[config.mk]
export PLATFORM = sky130hd
export DESIGN_NAME = double_to_hex_text_top_flat
export DESIGN_NICKNAME = d
export VERILOG_FILES = /design/src/design/dhx_pkg.sv /design/src/design/dhx_if.sv /design/src/design/double_to_hex_text_top.sv /design/src/design/dhx_front.sv /design/src/design/dhx_fifo.sv /design/src/design/dhx_back.sv /design/src/flat_wrapper.sv
export SDC_FILE = /design/constraint.sdc
export NUM_CORES = 1
export LEC_CHECK = 0
export BUFFER_PORTS_ARGS = -buffer_cell sky130_fd_sc_hd__buf_4
export CORE_UTILIZATION = 45
export DETAILED_ROUTE_END_ITERATION = 7
export SKIP_LAST_GASP = 1
export SLEW_MARGIN = 20
export SYNTH_ARGS = -nofsm -noshare
export SYNTH_HDL_FRONTEND = slang
export SYNTH_SLANG_ARGS = --single-unit
export TNS_END_PERCENT = 100
[constraint.sdc]
create_clock -name clk_i -period 6 [get_ports clk_i]
set_input_delay 0 -clock clk_i [delete_from_list [all_inputs] [get_ports clk_i]]
set_output_delay 0 -clock clk_i [all_outputs]
set_load 0.05 [all_outputs]
[src/design/dhx_pkg.sv]
// Package for the double-to-hex-text formatter: field widths, ASCII codes,
// the descriptor that travels from the classifier to the emitter, and helpers.
// No dependencies.
package dhx_pkg;

  localparam int unsigned VALUE_W     = 64;
  localparam int unsigned CHAR_W      = 7;
  localparam int unsigned FRAC_W      = 52;
  localparam int unsigned EXP_W       = 11;
  localparam int unsigned FRAC_DIGITS = 13;
  localparam int unsigned EXP_DIGITS  = 4;
  localparam int unsigned EXP_OFFSET  = 1023;
  localparam int unsigned SUBN_MAG    = 1022;
  localparam int unsigned IDX_W       = 4;

  localparam logic [CHAR_W-1:0] CH_MINUS = 7'h2d;
  localparam logic [CHAR_W-1:0] CH_PLUS  = 7'h2b;
  localparam logic [CHAR_W-1:0] CH_DOT   = 7'h2e;
  localparam logic [CHAR_W-1:0] CH_ZERO  = 7'h30;
  localparam logic [CHAR_W-1:0] CH_ONE   = 7'h31;
  localparam logic [CHAR_W-1:0] CH_X     = 7'h78;
  localparam logic [CHAR_W-1:0] CH_P     = 7'h70;
  localparam logic [CHAR_W-1:0] CH_UP_N  = 7'h4e;
  localparam logic [CHAR_W-1:0] CH_A     = 7'h61;
  localparam logic [CHAR_W-1:0] CH_I     = 7'h69;
  localparam logic [CHAR_W-1:0] CH_N     = 7'h6e;
  localparam logic [CHAR_W-1:0] CH_F     = 7'h66;

  typedef enum logic [1:0] {
    KIND_NUM,
    KIND_INF,
    KIND_NAN
  } dhx_kind_e;

  // Everything the emitter needs to spell one value.
  typedef struct packed {
    dhx_kind_e                        kind;
    logic                             neg;
    logic                             lead;
    logic [FRAC_W-1:0]                frac;
    logic [IDX_W-1:0]                 frac_last;
    logic                             exp_neg;
    logic [EXP_DIGITS-1:0][3:0]       exp_dig;
    logic [1:0]                       exp_first;
  } dhx_desc_t;

  function automatic logic [CHAR_W-1:0] hex_char(input logic [3:0] nib);
    if (nib < 4'd10) begin
      return CH_ZERO + CHAR_W'(nib);
    end
    return CH_A + CHAR_W'(nib - 4'd10);
  endfunction

  function automatic logic [CHAR_W-1:0] dec_char(input logic [3:0] dig);
    return CH_ZERO + CHAR_W'(dig);
  endfunction

endpackage

[src/design/dhx_if.sv]
// Stream interfaces of the formatter: raw double beats in, character beats out.
// Depends on dhx_pkg for the payload widths.
interface dhx_val_if;
  logic                           valid;
  logic                           ready;
  logic [dhx_pkg::VALUE_W-1:0]    value_bits;
  modport source (output valid, output value_bits, input ready);
  modport sink   (input valid, input value_bits, output ready);
endinterface

interface dhx_txt_if;
  logic                           valid;
  logic                           ready;
  logic [dhx_pkg::CHAR_W-1:0]     text_char;
  logic                           last_char;
  modport source (output valid, output text_char, output last_char, input ready);
  modport sink   (input valid, input text_char, input last_char, output ready);
endinterface

[src/design/double_to_hex_text_top.sv]
// Top level of the double-to-hex-text formatter: classifier, descriptor queue
// and character emitter. Depends on dhx_pkg, dhx_if, dhx_front, dhx_fifo, dhx_back.
//
// Usage: each beat on val_i carries the 64 raw bits of an IEEE 754 double.
// The block answers with that value's hexadecimal text on txt_o, one ASCII
// character per beat, with last_char set on the final character of the value.
// Finite values read like "-0x1.8p+1"; NaN reads "NaN"; infinities read
// "inf" and "-inf". A value yields between 3 and 24 characters.
// The first character of a value passes the classifier register, the queue
// and the output register before it is shown on txt_o, when nothing is
// queued ahead of it.
// Throughput: one character per cycle while the receiver is ready; the
// single-character output register sets this.
// The classifier takes a new value every cycle while the queue has room, so
// values may be offered back to back while earlier text is still streaming.
// Reset clears the classifier valid bit, the queue pointers and the output
// valid bit; no text is pending afterwards.
// When the receiver stalls, the shown character holds, the emitter waits, the
// queue fills, and then val_i.ready drops until room frees up again.
module double_to_hex_text_top #(
  parameter int unsigned QUEUE_DEPTH = 2
) (
  input  logic      clk_i,
  input  logic      rst_ni,
  dhx_val_if.sink   val_i,
  dhx_txt_if.source txt_o
);
  import dhx_pkg::*;

  // Classifier to queue.
  logic      front_valid;
  logic      queue_ready;
  dhx_desc_t front_desc;

  // Queue to emitter.
  logic      head_valid;
  logic      head_pop;
  dhx_desc_t head_desc;

  dhx_front u_front (
    .clk_i        (clk_i),
    .rst_ni       (rst_ni),
    .in_valid_i   (val_i.valid),
    .in_ready_o   (val_i.ready),
    .value_bits_i (val_i.value_bits),
    .desc_valid_o (front_valid),
    .desc_ready_i (queue_ready),
    .desc_o       (front_desc)
  );

  dhx_fifo #(
    .DEPTH (QUEUE_DEPTH)
  ) u_fifo (
    .clk_i   (clk_i),
    .rst_ni  (rst_ni),
    .push_i  (front_valid),
    .ready_o (queue_ready),
    .data_i  (front_desc),
    .valid_o (head_valid),
    .pop_i   (head_pop),
    .data_o  (head_desc)
  );

  // The emitter reads the queue head in place and releases it with the
  // last character of the value.
  dhx_back u_back (
    .clk_i        (clk_i),
    .rst_ni       (rst_ni),
    .head_valid_i (head_valid),
    .head_i       (head_desc),
    .pop_o        (head_pop),
    .out_valid_o  (txt_o.valid),
    .out_ready_i  (txt_o.ready),
    .text_char_o  (txt_o.text_char),
    .last_char_o  (txt_o.last_char)
  );

  // A descriptor waiting on a full queue must stay put.
  assert property (@(posedge clk_i) disable iff (!rst_ni)
    (front_valid && !queue_ready) |=> (front_valid && $stable(front_desc)))
    else $error("classifier descriptor changed while the queue was full");

  // The emitter only releases an entry that is really there.
  assert property (@(posedge clk_i) disable iff (!rst_ni)
    head_pop |-> head_valid)
    else $error("queue popped while empty");

  // An accepted value is held by the classifier in the next cycle.
  assert property (@(posedge clk_i) disable iff (!rst_ni)
    (val_i.valid && val_i.ready) |=> front_valid)
    else $error("accepted value was not captured by the classifier");

  // Releasing a queue entry always loads a last character into the output.
  assert property (@(posedge clk_i) disable iff (!rst_ni)
    head_pop |=> (txt_o.valid && txt_o.last_char))
    else $error("queue entry released without a final character");

endmodule

[src/design/dhx_front.sv]
// Classifier stage: takes a raw double, splits it into kind, fraction digits
// and decimal exponent digits, and holds the descriptor until the queue takes it.
// Depends on dhx_pkg.
module dhx_front (
  input  logic                     clk_i,
  input  logic                     rst_ni,
  input  logic                     in_valid_i,
  output logic                     in_ready_o,
  input  logic [63:0]              value_bits_i,
  output logic                     desc_valid_o,
  input  logic                     desc_ready_i,
  output dhx_pkg::dhx_desc_t       desc_o
);
  import dhx_pkg::*;

  logic              valid_q, valid_d;
  dhx_desc_t         desc_q, desc_d;
  logic              accept;
  logic [EXP_W-1:0]  efield;
  logic [FRAC_W-1:0] frac;
  logic [EXP_W-1:0]  mag;
  logic              thou;
  logic [9:0]        rem1;
  logic [3:0]        hund;
  logic [6:0]        rem2;
  logic [3:0]        tens;
  logic [3:0]        unit;

  assign in_ready_o   = !valid_q || desc_ready_i;
  assign accept       = in_valid_i && in_ready_o;
  assign desc_valid_o = valid_q;
  assign desc_o       = desc_q;

  assign efield = value_bits_i[FRAC_W +: EXP_W];
  assign frac   = value_bits_i[FRAC_W-1:0];

  always_comb begin
    desc_d         = '0;
    desc_d.neg     = value_bits_i[VALUE_W-1];
    desc_d.frac    = frac;
    desc_d.lead    = (efield != '0);
    if (efield == '1) begin
      desc_d.kind = (frac != '0) ? KIND_NAN : KIND_INF;
    end else begin
      desc_d.kind = KIND_NUM;
    end

    // Index of the last nonzero digit, counted from the most significant one.
    desc_d.frac_last = '0;
    for (int i = 0; i < FRAC_DIGITS; i++) begin
      if (frac[FRAC_W-1-4*i -: 4] != 4'd0) begin
        desc_d.frac_last = IDX_W'(i);
      end
    end

    if (efield == '0) begin
      mag            = EXP_W'(SUBN_MAG);
      desc_d.exp_neg = 1'b1;
    end else if (efield >= EXP_W'(EXP_OFFSET)) begin
      mag            = efield - EXP_W'(EXP_OFFSET);
      desc_d.exp_neg = 1'b0;
    end else begin
      mag            = EXP_W'(EXP_OFFSET) - efield;
      desc_d.exp_neg = 1'b1;
    end

    // Decimal digits by parallel compares against each multiple.
    thou = (mag >= EXP_W'(1000));
    rem1 = thou ? 10'(mag - EXP_W'(1000)) : 10'(mag);
    hund = 4'd0;
    for (int k = 1; k < 10; k++) begin
      if (rem1 >= 10'(k * 100)) begin
        hund = 4'(k);
      end
    end
    rem2 = 7'(rem1 - 10'(hund) * 10'd100);
    tens = 4'd0;
    for (int k = 1; k < 10; k++) begin
      if (rem2 >= 7'(k * 10)) begin
        tens = 4'(k);
      end
    end
    unit = 4'(rem2 - 7'(tens) * 7'd10);

    desc_d.exp_dig[3] = {3'b000, thou};
    desc_d.exp_dig[2] = hund;
    desc_d.exp_dig[1] = tens;
    desc_d.exp_dig[0] = unit;
    if (thou) begin
      desc_d.exp_first = 2'd3;
    end else if (hund != 4'd0) begin
      desc_d.exp_first = 2'd2;
    end else if (tens != 4'd0) begin
      desc_d.exp_first = 2'd1;
    end else begin
      desc_d.exp_first = 2'd0;
    end
  end

  always_comb begin
    if (accept) begin
      valid_d = 1'b1;
    end else if (desc_ready_i) begin
      valid_d = 1'b0;
    end else begin
      valid_d = valid_q;
    end
  end

  always_ff @(posedge clk_i or negedge rst_ni) begin
    if (!rst_ni) begin
      valid_q <= 1'b0;
    end else begin
      valid_q <= valid_d;
    end
  end

  always_ff @(posedge clk_i) begin
    if (accept) begin
      desc_q <= desc_d;
    end
  end

endmodule

[src/design/dhx_fifo.sv]
// Short descriptor queue between the classifier and the emitter.
// Depends on dhx_pkg for the descriptor type.
module dhx_fifo #(
  parameter int unsigned DEPTH = 2
) (
  input  logic                clk_i,
  input  logic                rst_ni,
  input  logic                push_i,
  output logic                ready_o,
  input  dhx_pkg::dhx_desc_t  data_i,
  output logic                valid_o,
  input  logic                pop_i,
  output dhx_pkg::dhx_desc_t  data_o
);
  import dhx_pkg::*;

  localparam int unsigned PW = (DEPTH > 1) ? $clog2(DEPTH) : 1;
  localparam int unsigned CW = $clog2(DEPTH + 1);

  dhx_desc_t       mem_q [DEPTH];
  logic [PW-1:0]   wr_q, wr_d, rd_q, rd_d;
  logic [CW-1:0]   cnt_q, cnt_d;
  logic            do_push, do_pop;

  assign ready_o = (cnt_q != CW'(DEPTH));
  assign valid_o = (cnt_q != '0);
  assign data_o  = mem_q[rd_q];
  assign do_push = push_i && ready_o;
  assign do_pop  = pop_i && valid_o;

  always_comb begin
    wr_d  = wr_q;
    rd_d  = rd_q;
    cnt_d = cnt_q;
    if (do_push) begin
      wr_d = (wr_q == PW'(DEPTH - 1)) ? '0 : wr_q + 1'b1;
    end
    if (do_pop) begin
      rd_d = (rd_q == PW'(DEPTH - 1)) ? '0 : rd_q + 1'b1;
    end
    if (do_push && !do_pop) begin
      cnt_d = cnt_q + 1'b1;
    end else if (do_pop && !do_push) begin
      cnt_d = cnt_q - 1'b1;
    end
  end

  always_ff @(posedge clk_i or negedge rst_ni) begin
    if (!rst_ni) begin
      wr_q  <= '0;
      rd_q  <= '0;
      cnt_q <= '0;
    end else begin
      wr_q  <= wr_d;
      rd_q  <= rd_d;
      cnt_q <= cnt_d;
    end
  end

  always_ff @(posedge clk_i) begin
    if (do_push) begin
      mem_q[wr_q] <= data_i;
    end
  end

endmodule

[src/design/dhx_back.sv]
// Emitter: walks the descriptor at the head of the queue one character per
// beat into a registered output stage. Depends on dhx_pkg.
module dhx_back (
  input  logic                     clk_i,
  input  logic                     rst_ni,
  input  logic                     head_valid_i,
  input  dhx_pkg::dhx_desc_t       head_i,
  output logic                     pop_o,
  output logic                     out_valid_o,
  input  logic                     out_ready_i,
  output logic [dhx_pkg::CHAR_W-1:0] text_char_o,
  output logic                     last_char_o
);
  import dhx_pkg::*;

  typedef enum logic [3:0] {
    PH_MINUS, PH_ZERO, PH_X, PH_LEAD, PH_DOT, PH_FRAC,
    PH_P, PH_ESIGN, PH_EXP, PH_NAN, PH_INF
  } ph_e;

  ph_e                 ph_q, ph_d, cur_ph, start_ph;
  logic [IDX_W-1:0]    idx_q, idx_d, cur_idx;
  logic                started_q, started_d;
  logic                ov_q;
  logic [CHAR_W-1:0]   char_q, chr;
  logic                last_q, last;
  logic                emit;
  logic [IDX_W-1:0]    sel;
  logic [3:0]          nib;

  always_comb begin
    case (head_i.kind)
      KIND_NAN: start_ph = PH_NAN;
      KIND_INF: start_ph = head_i.neg ? PH_MINUS : PH_INF;
      default:  start_ph = head_i.neg ? PH_MINUS : PH_ZERO;
    endcase
  end

  assign cur_ph  = started_q ? ph_q : start_ph;
  assign cur_idx = started_q ? idx_q : '0;
  assign emit    = head_valid_i && (!ov_q || out_ready_i);
  assign pop_o   = emit && last;

  assign sel = IDX_W'(FRAC_DIGITS - 1) - cur_idx;
  assign nib = 4'(head_i.frac >> {sel, 2'b00});

  always_comb begin
    chr   = CH_ZERO;
    last  = 1'b0;
    ph_d  = cur_ph;
    idx_d = cur_idx + 1'b1;
    case (cur_ph)
      PH_MINUS: begin
        chr   = CH_MINUS;
        ph_d  = (head_i.kind == KIND_INF) ? PH_INF : PH_ZERO;
        idx_d = '0;
      end
      PH_ZERO: begin
        chr  = CH_ZERO;
        ph_d = PH_X;
      end
      PH_X: begin
        chr  = CH_X;
        ph_d = PH_LEAD;
      end
      PH_LEAD: begin
        chr  = head_i.lead ? CH_ONE : CH_ZERO;
        ph_d = PH_DOT;
      end
      PH_DOT: begin
        chr   = CH_DOT;
        ph_d  = PH_FRAC;
        idx_d = '0;
      end
      PH_FRAC: begin
        chr = hex_char(nib);
        if (cur_idx == head_i.frac_last) begin
          ph_d = PH_P;
        end
      end
      PH_P: begin
        chr  = CH_P;
        ph_d = PH_ESIGN;
      end
      PH_ESIGN: begin
        chr   = head_i.exp_neg ? CH_MINUS : CH_PLUS;
        ph_d  = PH_EXP;
        idx_d = IDX_W'(head_i.exp_first);
      end
      PH_EXP: begin
        chr   = dec_char(head_i.exp_dig[cur_idx[1:0]]);
        last  = (cur_idx[1:0] == 2'd0);
        idx_d = cur_idx - 1'b1;
      end
      PH_NAN: begin
        chr  = (cur_idx[1:0] == 2'd1) ? CH_A : CH_UP_N;
        last = (cur_idx[1:0] == 2'd2);
      end
      PH_INF: begin
        chr  = (cur_idx[1:0] == 2'd0) ? CH_I :
               (cur_idx[1:0] == 2'd1) ? CH_N : CH_F;
        last = (cur_idx[1:0] == 2'd2);
      end
      default: begin
        chr  = CH_ZERO;
        last = 1'b1;
      end
    endcase
  end

  assign started_d = emit ? !last : started_q;

  always_ff @(posedge clk_i or negedge rst_ni) begin
    if (!rst_ni) begin
      started_q <= 1'b0;
      ph_q      <= PH_ZERO;
      idx_q     <= '0;
      ov_q      <= 1'b0;
    end else begin
      started_q <= started_d;
      if (emit) begin
        ph_q  <= ph_d;
        idx_q <= idx_d;
        ov_q  <= 1'b1;
      end else if (out_ready_i) begin
        ov_q  <= 1'b0;
      end
    end
  end

  always_ff @(posedge clk_i) begin
    if (emit) begin
      char_q <= chr;
      last_q <= last;
    end
  end

  assign out_valid_o = ov_q;
  assign text_char_o = char_q;
  assign last_char_o = last_q;

endmodule

[src/flat_wrapper.sv]
// flat-port wrapper written by rule: the top's interface ports become plain ports
module double_to_hex_text_top_flat import dhx_pkg::*;
#(
  parameter int unsigned QUEUE_DEPTH = 2
)
  (clk_i, rst_ni, val_i_valid, val_i_value_bits, val_i_ready, txt_o_valid, txt_o_text_char, txt_o_last_char, txt_o_ready);
  dhx_val_if val_i_i ();
  dhx_txt_if txt_o_i ();
  input  logic clk_i;
  input  logic rst_ni;
  input wire logic [$bits(val_i_i.valid)-1:0] val_i_valid;
  input wire logic [$bits(val_i_i.value_bits)-1:0] val_i_value_bits;
  output wire logic [$bits(val_i_i.ready)-1:0] val_i_ready;
  output wire logic [$bits(txt_o_i.valid)-1:0] txt_o_valid;
  output wire logic [$bits(txt_o_i.text_char)-1:0] txt_o_text_char;
  output wire logic [$bits(txt_o_i.last_char)-1:0] txt_o_last_char;
  input wire logic [$bits(txt_o_i.ready)-1:0] txt_o_ready;
  assign val_i_i.valid = val_i_valid;
  assign val_i_i.value_bits = val_i_value_bits;
  assign val_i_ready = val_i_i.ready;
  assign txt_o_valid = txt_o_i.valid;
  assign txt_o_text_char = txt_o_i.text_char;
  assign txt_o_last_char = txt_o_i.last_char;
  assign txt_o_i.ready = txt_o_ready;
  double_to_hex_text_top #(.QUEUE_DEPTH(QUEUE_DEPTH)) u_core (.clk_i(clk_i), .rst_ni(rst_ni), .val_i(val_i_i), .txt_o(txt_o_i));
endmodule
### Word-level counts from Yosys, hierarchy flattened

Memory sizes are Yosys's and may differ from the RTL's.
Index checks and enable logic that the tools add are counted.

* muxes and demuxes: 68
* reduce and logical (&&, ||, !) cells: 42
* $add $sub $neg: 16
* eq/ne operators: 17
* $mul: 2
* shift-type cells: 1
* order comparisons: 22

Operators by type and width (count)
* 4-bit two-way mux: 30
* 7-bit one-hot mux with 10 select lines: 1
* 4-bit nonzero test: 14
* 52-bit nonzero test: 1
* 52-bit by 6-bit right shift with 4-bit output: 1
* 10-bit greater-or-equal comparator, second input constant: 4
* 4-bit one-hot mux with 8 select lines: 1
* 10-bit by 9-bit greater-or-equal comparator with 1-bit output, second input constant: 3
* 11-bit by 10-bit greater-or-equal comparator with 1-bit output, second input constant: 2
* 11-bit two-way mux: 2
* 7-bit by 6-bit greater-or-equal comparator with 1-bit output, second input constant: 3
* 7-bit greater-or-equal comparator, second input constant: 3
* 1-bit two-way mux: 18
* 4-bit by 3-bit equality test with 1-bit output, second input constant: 4
* 3-bit two-way mux: 5
* 6-bit by 4-bit adder with 7-bit output, first input constant: 2
* 7-bit by 5-bit greater-or-equal comparator with 1-bit output, second input constant: 2
* 7-bit two-way mux: 2
* 4-bit equality test, second input constant: 3
* 4-bit one-hot mux with 3 select lines: 1
* 11-bit equality test, second input constant: 1
* 11-bit logical NOT: 1
* 11-bit nonzero test: 1
* 10-bit by 11-bit subtractor with 11-bit output, first input constant: 1
* 40 further kinds: 62

* RAM bits: 152
* input port bits: 68
* logic and storage cells: 192
* flip-flop bits (word level): 99
* memories kept: 1

Memories
* u_core.u_fifo.mem_q: words 2, width 76, rd ports 1, clocked after memory_dff 0, wr ports 1, line dhx_fifo.sv:20 `dhx_desc_t mem_q [DEPTH];`

### Depth between registers and ports, before layout

Gate-level depths: netlist of run 1.

* word-level depth: 30
* depth in mapped cells: 33

### Modules after synthesis

From an unflattened synthesis of run 1, not the netlist that was laid out.

* cell total of the unflattened synthesis: 887
* area, all modules: 12747.2 µm²

By module, submodules not included
* dhx_fifo: cells each 264, area each 6296.0 µm², times used 1, seq. area each 4844.6 µm²
* dhx_front: cells each 354, area each 4140.2 µm², times used 1, seq. area each 2307.2 µm²
* dhx_back: cells each 269, area each 2311.0 µm², times used 1, seq. area each 491.7 µm²

### Least setup slack after synthesis of run 1

OpenSTA, ideal clock, no wires.

* path type: input-to-reg
* start point: input val_i_value_bits[52]
* end point: register u_core.u_front.desc_q, in the netlist u_core.u_front.desc_o[5], data pin
* slack: -899 ps
* stages on the path: 28
* required time: 5733 ps
* arrival: 6632 ps
* cells stage by stage: ha_1 buf_2 nand3_1 o311ai_0 nand3_1 or4_1 nor3_2 o32ai_2 o32ai_1 a221oi_1 a22oi_1 ha_1 inv_1 fa_1 a21o_1 a21oi_1 xnor2_1 and4_1 a2111oi_4 nand3_4 o31ai_2 a221oi_2 ha_1 fa_1 or4_1 a21oi_1 nand3b_1 xor2_1

RTL lines
* start: declaration: line flat_wrapper.sv:12 `input wire logic [$bits(val_i_i.value_bits)-1:0] val_i_value_bits;`
* end signal: assignment: line dhx_front.sv:120 `desc_q <= desc_d;`
* end: declaration: line dhx_front.sv:17 `dhx_desc_t desc_q, desc_d;`

==> results_dict.tcl, run 1 <==
set metrics [dict create \
    synth.yosys.seq_area_share_pct 64.7 \
    synth.top_cells.by_area "edfxtp_1, mux4_2, dfrtp_1" \
    cp-start-kind "input port" \
    postSynthAreaPerCell_um2 14.7 \
    p_leak_nw 5.53 \
    hpwl_um 17900 \
    root_buffer "clkbuf_16" \
    ys_types 81 \
    vdd_drop_max_mv 0.364 \
    dr.pass1.iters 4 \
    grt_usage_pct 20.7 \
    io_pins 78 \
    drtAntennaViolNets 0 \
    maxCapViolCount 0 \
    crit_required_ns 6.28 \
    seq_area_um2 7460 \
    initial_core_util_pct 45.8 \
    gp_congestion 0.871 \
    p_sw_w 0.00254 \
    wl_per_cell_um 19.1 \
    numCtsBuffers 26 \
    core-area_um2 25200 \
    cts_tree "done" \
    final_cell_mix "edfxtp_1, buf_4, dlygate4sd3_1" \
    hold_path_class "input port to flip-flop" \
    finalSetupViolations 1 \
    cts.sinks 251 \
    layout.cells.non_filler 1386 \
    synth_warnings 0 \
    final_util_pct 59.8 \
    power_frac_comb_pct 40.0 \
    diodes 0 \
    hold_viol 0 \
    syn_nets 876 \
    placed_cells 1264 \
    rsz0062_at_grt "true" \
    area_delta_synth_final_pct 30.5 \
    outcome "finished with violations" \
    power_frac_seq_pct 37.7 \
    fillers 1944 \
    cpMaxStageDelayCell "or4_4" \
    setup_slack_ns -0.134 \
    timing.setup.tns_ns -0.134 \
    netlist_area_um2 11500 \
    io_buffer_count 77 \
    multi_input_area_um2 4060 \
    max_stage_delay_ns 0.57 \
    final.min_clock_period_ns 6.13 \
    period_share_pct 102 \
    grt_max_degree 77 \
    drt-total-wl_um 26400 \
    final_nets 1129 \
    path_class "input port to flip-flop" \
    drive_above_1_share_pct 31.3 \
    synth_edf_count 236 \
    worstSetupEndpointType "flip-flop" \
    htree_levels 1 \
    drt_iter0_markers 496 \
    synth_ff_type "edfxtp_1" \
    clock_skew_ns 0.0333 \
    die_area_um2 26300 \
    clk_pin_slew_ns 0.06 \
    violations "setup timing" \
    drc_errors 0 \
    vias 7650 \
    vias_per_cell 5.52 \
    async_reset_ff_share_pct 5.98 \
    die_h_um 162 \
    crit_arrival_ns 6.41 \
    synthCells 783 \
    crit_fanout 6 \
    relSlewSlack_pct 29.3 \
    grt_pass1_wl_um 42400 \
    layout_commonest_cell "edfxtp_1" \
    synth-seq-cells 251 \
    slew_violations 0 \
    cts_buffer_depth 3 \
    sw_frac_of_total_pct 34.5 \
    yosys.area.top_type "edfxtp_1" \
    clock_latency_ns 0.54 \
    die_w_um 162 \
    synth_top_area_share_pct 61.4 \
    pwr_density_cell_nw_per_um2 488 \
    internal_power_w 0.00481 \
    worst_pin_slew_ns 1.06 \
    clkPwrFrac_pct 22.3 \
    maxClockFrequency_mhz 163 \
    grt_pass1_vias 7885 \
    path_common_cell "buf_6" \
    rows 58 \
    grt_antenna_before_repair 0 \
    grt-ovfl-total 0 \
]
[what timing repair did]
item,in CTS,in global routing
setup buffers,12,3
pin swaps,34,24
setup endpoints to repair,1,1
endpoints found under the hold margin,75,0
hold buffers,58,0
gates resized for setup,21,9
[path summary, 6_finish.rpt]
path	end	cells after the start	slack, ns	from
max reg2reg	u_core.u_back.text_char_o[2]$_DFFE_PP_	16	1.91	u_core.u_back.started_q$_DFFE_PN0P_
max in group asynchronous	u_core.u_fifo.rd_q$_DFFE_PN0P_	4	4.38	rst_ni
min reg2reg	u_core.u_fifo.mem_q[1][71]$_DFFE_PP_	0	0.43	u_core.u_front.desc_o[74]$_DFFE_PP_
min in group asynchronous	u_core.u_back.ph_q[0]$_DFFE_PN1P_	3	0.50	rst_ni
min	u_core.u_front.desc_o[18]$_SDFFCE_PP1P_	4	0.08	val_i_value_bits[62]
max	u_core.u_front.desc_o[5]$_DFFE_PP_	31	-0.13	val_i_value_bits[53]
[power by group through the flow]
stage / Clock, W / Sequential, W / Combinational (W)
2_1_floorplan: 0 / 0.00285 / 0.00186
3_3_place_gp: 0 / 0.00278 / 0.00274
3_5_place_dp: 0 / 0.00282 / 0.00280
4_1_cts: 0.00168 / 0.00278 / 0.00290
5_1_grt: 0.00174 / 0.00282 / 0.00319
6_report: 0.00164 / 0.00277 / 0.00294
[per-stage QoR]
step	worst slack, ns	hold slack (ns)	instance area (µm²)	total power, W
after detailed placement	-0.715	-0.130	13300	0.00562
after global placement	-0.538	-0.132	13300	0.00551
after global routing	-0.390	0.0777	15100	0.00774
after floorplan	-0.523	-0.296	11700	0.00470
final	-0.134	0.0825	15100	0.00734
after CTS	0.00270	0.0551	15000	0.00735
[synth_stat cells (12+ instances only)]
cell type / number
inv_1: 26
ha_1: 22
nand3_1: 20
mux4_2: 33
o21a_1: 12
o21ai_0: 26
dfrtp_1: 14
nor4_1: 15
clkbuf_1: 14
edfxtp_1: 236
xor2_1: 13
xnor2_1: 13
nor3_1: 15
mux2i_1: 21
nand2_1: 56
nor2_1: 33
a21oi_1: 34
[state kept, by name (all words and copies together) (netlist names), 2 cells and up]
register,flops
u_core.u_back.ph_q,4
u_core.u_front.desc_o,76
u_core.u_back.text_char_o,7
u_core.u_fifo.mem_q,152
u_core.u_fifo.cnt_q,2
u_core.u_back.idx_q,4
[kinds of logic after synthesis]
family	count (synthesis)	share of synthesized area, %
DFF	251	64.7
and+or+nand+nor	203	9.43
AOI/OAI and AO/OA	164	10.5
buffers and inverters	59	2.16
muxes	55	8.36
xor gates and xnor gates	26	1.97
adders and majority gates	25	2.91
[final cells by class]
type | count | area share [%]
Clock inverter | 20 | 1.55
Clock buffer | 28 | 4.37
Multi-Input combinational cell | 473 | 27.0
Timing Repair Buffer | 255 | 14.1
Tap cell | 330 | 2.74
Inverter | 29 | 0.731
Sequential cell | 251 | 49.6
[critical path, delay by kind of cell]
kind,cells,cell delay (ns)
xor+xnor,2,0.18
buf+inv,4,0.38
fa+ha+maj,5,1.27
simple gates,8,1.89
compound gates,12,2.70
[metal layers]
layer / vias up / global-route usage, % / wire length, µm
li1: 3632 / - / -
met1: 3785 / 27.7 / 11500
met2: 196 / 36.4 / 13500
met3: 37 / 2.20 / 999
met4: 0 / 5.15 / 466
met5: - / 0 / 0
Note: power is estimated with default switching activity, not from simulation.
==> run 2, diff against run 1 <==
--- a/config.mk
+++ b/config.mk
@@ -5,7 +5,9 @@
 export SDC_FILE = /design/constraint.sdc
 export NUM_CORES = 1
 export LEC_CHECK = 0
+export ABC_AREA = 1
 export BUFFER_PORTS_ARGS = -buffer_cell sky130_fd_sc_hd__buf_4
+export CORE_MARGIN = 5
 export CORE_UTILIZATION = 45
 export DETAILED_ROUTE_END_ITERATION = 7
 export SKIP_LAST_GASP = 1
==> results_dict.tcl, run 2 <==
set metrics [dict create \
    grt_usage_pct 18.2 \
    r2r-end "u_core.u_back.text_char_o[1]$_DFFE_PP_" \
    grt-ovfl-total 0 \
    cp-start-kind "input port" \
    grt_max_degree 67 \
    crit_arrival_ns 5.84 \
    vias_per_cell 5.22 \
    die_w_um 170 \
    reg2reg_from "u_core.u_back.started_q$_DFFE_PN0P_" \
    crit_required_ns 6.28 \
    reg2reg_slack_ns 1.66 \
    drt-total-wl_um 26400 \
    die_area_um2 28900 \
    whs_endpoint "u_core.u_front.desc_o[18]$_SDFFCE_PP1P_" \
    die_h_um 170 \
    maxCapViolCount 0 \
    final_nets 1268 \
    synthMuxAreaShare_pct 0.0868 \
    yosys.area.top_type "edfxtp_1" \
    clk_pin_slew_ns 0.06 \
    grt_pass1_vias 8061 \
    synth-seq-cells 251 \
    numCtsBuffers 27 \
    drc_errors 0 \
    outcome "complete, no violations" \
    cts_tree "done" \
    root_buffer "clkbuf_16" \
    placed_area_um2 12500 \
    synth_compound_area_share_pct 9.40 \
    holdWs_ns 0.153 \
    vias 7955 \
    netlist_area_um2 11500 \
    syn_nets 1107 \
    synth_warnings 0 \
    synth.top_cells.by_area "edfxtp_1, nand2_1, o21ai_0" \
    io_pins 78 \
    gp_congestion 0.882 \
    io_buffer_count 77 \
    finalSetupViolations 0 \
    yosys.area_share.simple_pct 16.6 \
    synthTopCellsByCount "edfxtp_1, nand2_1, nor2_1, inv_1, o21ai_0" \
    synth_top_family_by_area "simple AND/OR/NAND/NOR gates" \
    cpMaxStageDelayCell "dlygate4sd3_1" \
    rows 58 \
    synth.yosys.seq_area_share_pct 64.7 \
    p_leak_nw 5.41 \
    wl_per_cell_um 17.3 \
    clock_latency_ns 0.52 \
    path_common_cell "nand2_1" \
    drt_iter0_markers 682 \
    final.min_clock_period_ns 5.55 \
    core-area_um2 25200 \
    postSynthAreaPerCell_um2 11.4 \
    setup_slack_ns 0.446 \
    hold_viol 0 \
    ys_types 54 \
    grt_antenna_before_repair 0 \
    synth_edf_count 236 \
    crit_fanout 9 \
    fin_area_um2 14100 \
    top_register "u_core.u_fifo.mem_q" \
    period_share_pct 92.6 \
    hold_path_class "input port to flip-flop" \
    async_reset_ff_share_pct 5.98 \
    yosys.area_share.adder_pct 2.91 \
    drtAntennaViolNets 0 \
    path_class "input port to flip-flop" \
    reg2regPathDepth 15 \
    cts_buffer_depth 3 \
    slew_violations 0 \
    synth_ff_type "edfxtp_1" \
    hpwl_um 17600 \
    area_delta_synth_final_pct 22.3 \
    layout_commonest_cell "edfxtp_1" \
    pwr_density_cell_nw_per_um2 530 \
    dr.pass1.iters 5 \
    max_stage_delay_ns 0.53 \
    worstSetupEndpointType "flip-flop" \
    synthXorXnorAreaFrac_pct 2.06 \
    maxClockFrequency_mhz 180 \
    diodes 0 \
    preCtsSetupSlack_ns 0.214 \
    drive_above_1_share_pct 17.4 \
    initial_core_util_pct 45.8 \
    yosysMostFrequentCell "edfxtp_1" \
    cts.sinks 251 \
    hold_depth 5 \
    hp-start "val_i_value_bits[62]" \
    worst_pin_slew_ns 0.914 \
    vdd_drop_max_mv 0.330 \
    synth_top_area_share_pct 61.5 \
    grt_pass1_wl_um 42400 \
    final_util_pct 56.0 \
    final_cell_mix "edfxtp_1, nand2_1, nor2_1" \
    relSlewSlack_pct 38.5 \
    synthCells 1014 \
    clock_skew_ns 0.0131 \
    largest_reg_flops 152 \
    htree_levels 1 \
]
[run 2: changes by cell type in the layout (fill, tap and decap cells not counted), sizes merged, moves of 18 or more]
cell,change
nand2,+130
o21ai,+61
nand3,+37
nor2,+82
o221ai,+18
buf,-100
mux2i,-20
mux4,-33
inv,+69
[run 2: worst max-delay path: cells and delay by family]
family                     cells  cell delay, ns
and+or+nand+nor               27            2.65
adders and majority gates      6            1.49
buffers and inverters          6            0.96
xor gates and xnor gates       3            0.66
AOI/OAI and AO/OA              1            0.09
[run 2: worst max-delay path by stage]
stage / from / slack [ns] / endpoint
detailed placement: val_i_value_bits[52] / 0.21 / u_core.u_front.desc_o[5]$_DFFE_PP_
global placement: val_i_value_bits[52] / 0.36 / u_core.u_front.desc_o[5]$_DFFE_PP_
global route: val_i_value_bits[52] / -0.05 / u_core.u_front.desc_o[5]$_DFFE_PP_
CTS: val_i_value_bits[52] / 0.22 / u_core.u_front.desc_o[5]$_DFFE_PP_
floorplan: val_i_value_bits[52] / 0.81 / u_core.u_front.desc_o[5]$_DFFE_PP_
finish: val_i_value_bits[52] / 0.45 / u_core.u_front.desc_o[5]$_DFFE_PP_
[run 2: power by group]
group          leakage [nW]  switching (W)  internal [W]
sequential             2.39       0.000160       0.00264
clock                 0.383       0.000632      0.000861
combinational          2.64        0.00216       0.00102
[run 2: layer usage]
layer | vias to the layer above | GRT usage, % | wire [µm]
li1 | 3915 | - | -
met1 | 3788 | 25.4 | 12000
met2 | 206 | 30.2 | 12400
met3 | 46 | 2.46 | 1330
met4 | 0 | 4.93 | 686
met5 | - | 0 | 0
[run 2: cell type report]
cell class / count / area, µm²
tap: 330 / 413
timing repair buffer: 159 / 1350
clock buffer: 32 / 694
clock inverter: 16 / 97.6
multi-input combinational: 636 / 3700
sequential: 251 / 7460
fill: 2124 / 11100
inverter: 100 / 377
[run 2: timing repair]
action / 4_1_cts / 5_1_grt
gates resized for setup: 0 / 23
hold endpoints to repair: 79 / 0
setup endpoints to repair: 0 / 2
buffers inserted: 0 / 6
hold buffers: 62 / 0
[run 2: kinds of logic after synthesis]
family | Yosys count
AOI/OAI and AO/OA | 178
muxes | 1
adders and majority gates | 25
DFF | 251
and+or+nand+nor | 407
buffers and inverters | 127
xor gates and xnor gates | 25
[run 2: per-stage QoR]
step / instances / total power, W / setup TNS [ns]
after floorplan: 1014 / 0.00501 / 0
after detailed placement: 1408 / 0.00595 / 0
final: 1524 / 0.00747 / 0
after global placement: 1408 / 0.00592 / 0
after CTS: 1518 / 0.00747 / 0
after global routing: 1524 / 0.00802 / -0.0460
==> run 3, diff against run 2 <==
--- a/config.mk
+++ b/config.mk
@@ -10,6 +10,7 @@
 export CORE_MARGIN = 5
 export CORE_UTILIZATION = 45
 export DETAILED_ROUTE_END_ITERATION = 7
+export RECOVER_POWER = 50
 export SKIP_LAST_GASP = 1
 export SLEW_MARGIN = 20
 export SYNTH_ARGS = -nofsm -noshare
==> constraint.sdc (replaced) <==
create_clock -name clk_i -period 5.03 [get_ports clk_i]
set_input_delay 0 -clock clk_i [delete_from_list [all_inputs] [get_ports clk_i]]
set_output_delay 0 -clock clk_i [all_outputs]
set_load 0.05 [all_outputs]
==> results_dict.tcl, run 3 (same netlist as run 2, synthesis figures left out) <==
set metrics [dict create \
    crit_arrival_ns 5.02 \
    sw_frac_of_total_pct 39.3 \
    vias 8406 \
    cp-start-kind "input port" \
    grt_max_degree 70 \
    drive_above_1_share_pct 20.0 \
    crit_required_ns 5.30 \
    root_buffer "clkbuf_16" \
    rsz0062_at_grt "true" \
    finalSetupViolations 0 \
    cts_buffer_depth 3 \
    clock_latency_ns 0.52 \
    final_nets 1345 \
    die_area_um2 28900 \
    die_w_um 170 \
    layout_commonest_cell "edfxtp_1" \
    vias_per_cell 5.25 \
    io_buffer_count 77 \
    drt-total-wl_um 28000 \
    numCtsBuffers 26 \
    hold_viol 0 \
    maxCapViolCount 0 \
    grt_antenna_before_repair 1 \
    power_frac_seq_pct 36.7 \
    clk_pin_slew_ns 0.06 \
    path_class "input port to flip-flop" \
    r2r-end "u_core.u_back.text_char_o[1]$_DFFE_PP_" \
    die_h_um 170 \
    hpwl_um 18400 \
    reg2regPathDepth 14 \
    io_pins 78 \
    final_cell_mix "edfxtp_1, nand2_1, buf_4" \
    clkPwrFrac_pct 19.9 \
    largest_reg_flops 152 \
    p_sw_w 0.00360 \
    power_frac_comb_pct 43.4 \
    path_common_cell "nand2_1" \
    clock_skew_ns 0.00767 \
    drc_errors 0 \
    crit_fanout 7 \
    htree_levels 1 \
    reg2reg_slack_ns 0.74 \
    top_register "u_core.u_fifo.mem_q" \
    setup_slack_ns 0.288 \
    area_delta_synth_final_pct 26.9 \
    hold_path_class "input port to flip-flop" \
    cts_tree "done" \
    wl_per_cell_um 17.5 \
    slew_violations 0 \
    grt_usage_pct 19.0 \
    drt_iter0_markers 660 \
    reg2reg_from "u_core.u_back.started_q$_DFFE_PN0P_" \
    max_stage_delay_ns 0.40 \
    grt-ovfl-total 0 \
    vdd_drop_max_mv 0.362 \
    cpMaxStageDelayCell "fa_2" \
    core-area_um2 25200 \
    preCtsSetupSlack_ns -0.395 \
    worstSetupEndpointType "flip-flop" \
    final.min_clock_period_ns 4.74 \
    outcome "complete, no violations" \
    relSlewSlack_pct 29.5 \
    grt_pass1_wl_um 44000 \
    p_leak_nw 5.65 \
    pwr_density_cell_nw_per_um2 627 \
    rows 58 \
    gp_congestion 0.908 \
    dr.pass1.iters 5 \
    cp-startpoint "val_i_value_bits[53]" \
    drtAntennaViolNets 0 \
    period_share_pct 94.3 \
    layout.cells.non_filler 1601 \
    internal_power_w 0.00557 \
    cp-endpoint "u_core.u_front.desc_o[5]$_DFFE_PP_" \
    initial_core_util_pct 45.8 \
    maxClockFrequency_mhz 211 \
    placed_cells 1478 \
    grt_pass1_vias 8376 \
    worst_pin_slew_ns 1.06 \
    cts.sinks 251 \
]
==> run 3: worst min path at each step <==
stage | depth (start not counted) | slack (ns) | startpoint | endpoint
global route | 5 | 0.17 | val_i_value_bits[62] | u_core.u_front.desc_o[18]$_SDFFCE_PP1P_
detailed placement | 1 | -0.13 | rst_ni | u_core.u_back.out_valid_o$_DFFE_PN0P_
global placement | 1 | -0.13 | rst_ni | u_core.u_back.out_valid_o$_DFFE_PN0P_
finish | 5 | 0.16 | val_i_value_bits[62] | u_core.u_front.desc_o[18]$_SDFFCE_PP1P_
floorplan | 0 | -0.30 | rst_ni | u_core.u_back.idx_q[0]$_DFFE_PN0P_
CTS | 5 | 0.14 | val_i_value_bits[62] | u_core.u_front.desc_o[18]$_SDFFCE_PP1P_
==> run 3: what timing repair did <==
item	in CTS	in global routing
gates resized for setup	0	38
setup endpoints to repair	0	2
hold buffers	62	0
hold endpoints to repair	76	0
buffers inserted	0	11
==> run 3: critical path: cells and delay by family <==
kind / cells / cell delay, ns
xor+xnor: 4 / 0.73
fa+ha+maj: 6 / 1.42
simple gates: 22 / 1.75
buf+inv: 7 / 0.46
compound gates: 4 / 0.67
==> run 3: final cells by class <==
class,instances,area [µm²]
fillers,2107,10600
flip-flops and latches,251,7460
multi-input cells,639,3780
repair buffers,234,1770
clock buffers,32,694
well taps,330,413
inverters,100,384
clock inverters,14,119
diodes,1,2.50
==> run 3: per-layer routing <==
layer,vias up,GRT usage (%),routed length [µm]
met4,0,5.59,795
li1,4078,-,-
met3,55,2.42,1370
met2,217,32.5,13600
met5,-,0,0
met1,4056,25.6,12200
==> run 3: power by group through the flow <==
stage / registers [W] / logic (W) / clock network, W
after global placement: 0.00339 / 0.00382 / 0
after floorplan: 0.00350 / 0.00247 / 0
after CTS: 0.00337 / 0.00391 / 0.00187
after global routing: 0.00342 / 0.00443 / 0.00196
after detailed placement: 0.00341 / 0.00385 / 0
final: 0.00337 / 0.00398 / 0.00183
==> run 3: through the flow <==
| step | setup TNS [ns] | cell area [µm²] | power, W | util, % | hold slack, ns |
|---|---|---|---|---|---|
| 3_3_place_gp | -0.219 | 13100 | 0.00721 | 52.0 | -0.128 |
| 4_1_cts | 0 | 14500 | 0.00915 | 57.6 | 0.138 |
| 3_5_place_dp | -0.568 | 13100 | 0.00726 | 52.0 | -0.126 |
| 2_1_floorplan | 0 | 11500 | 0.00597 | - | -0.296 |
| 6_report | 0 | 14600 | 0.00918 | 58.1 | 0.162 |
| 5_1_grt | -0.0983 | 14600 | 0.00982 | 58.1 | 0.174 |
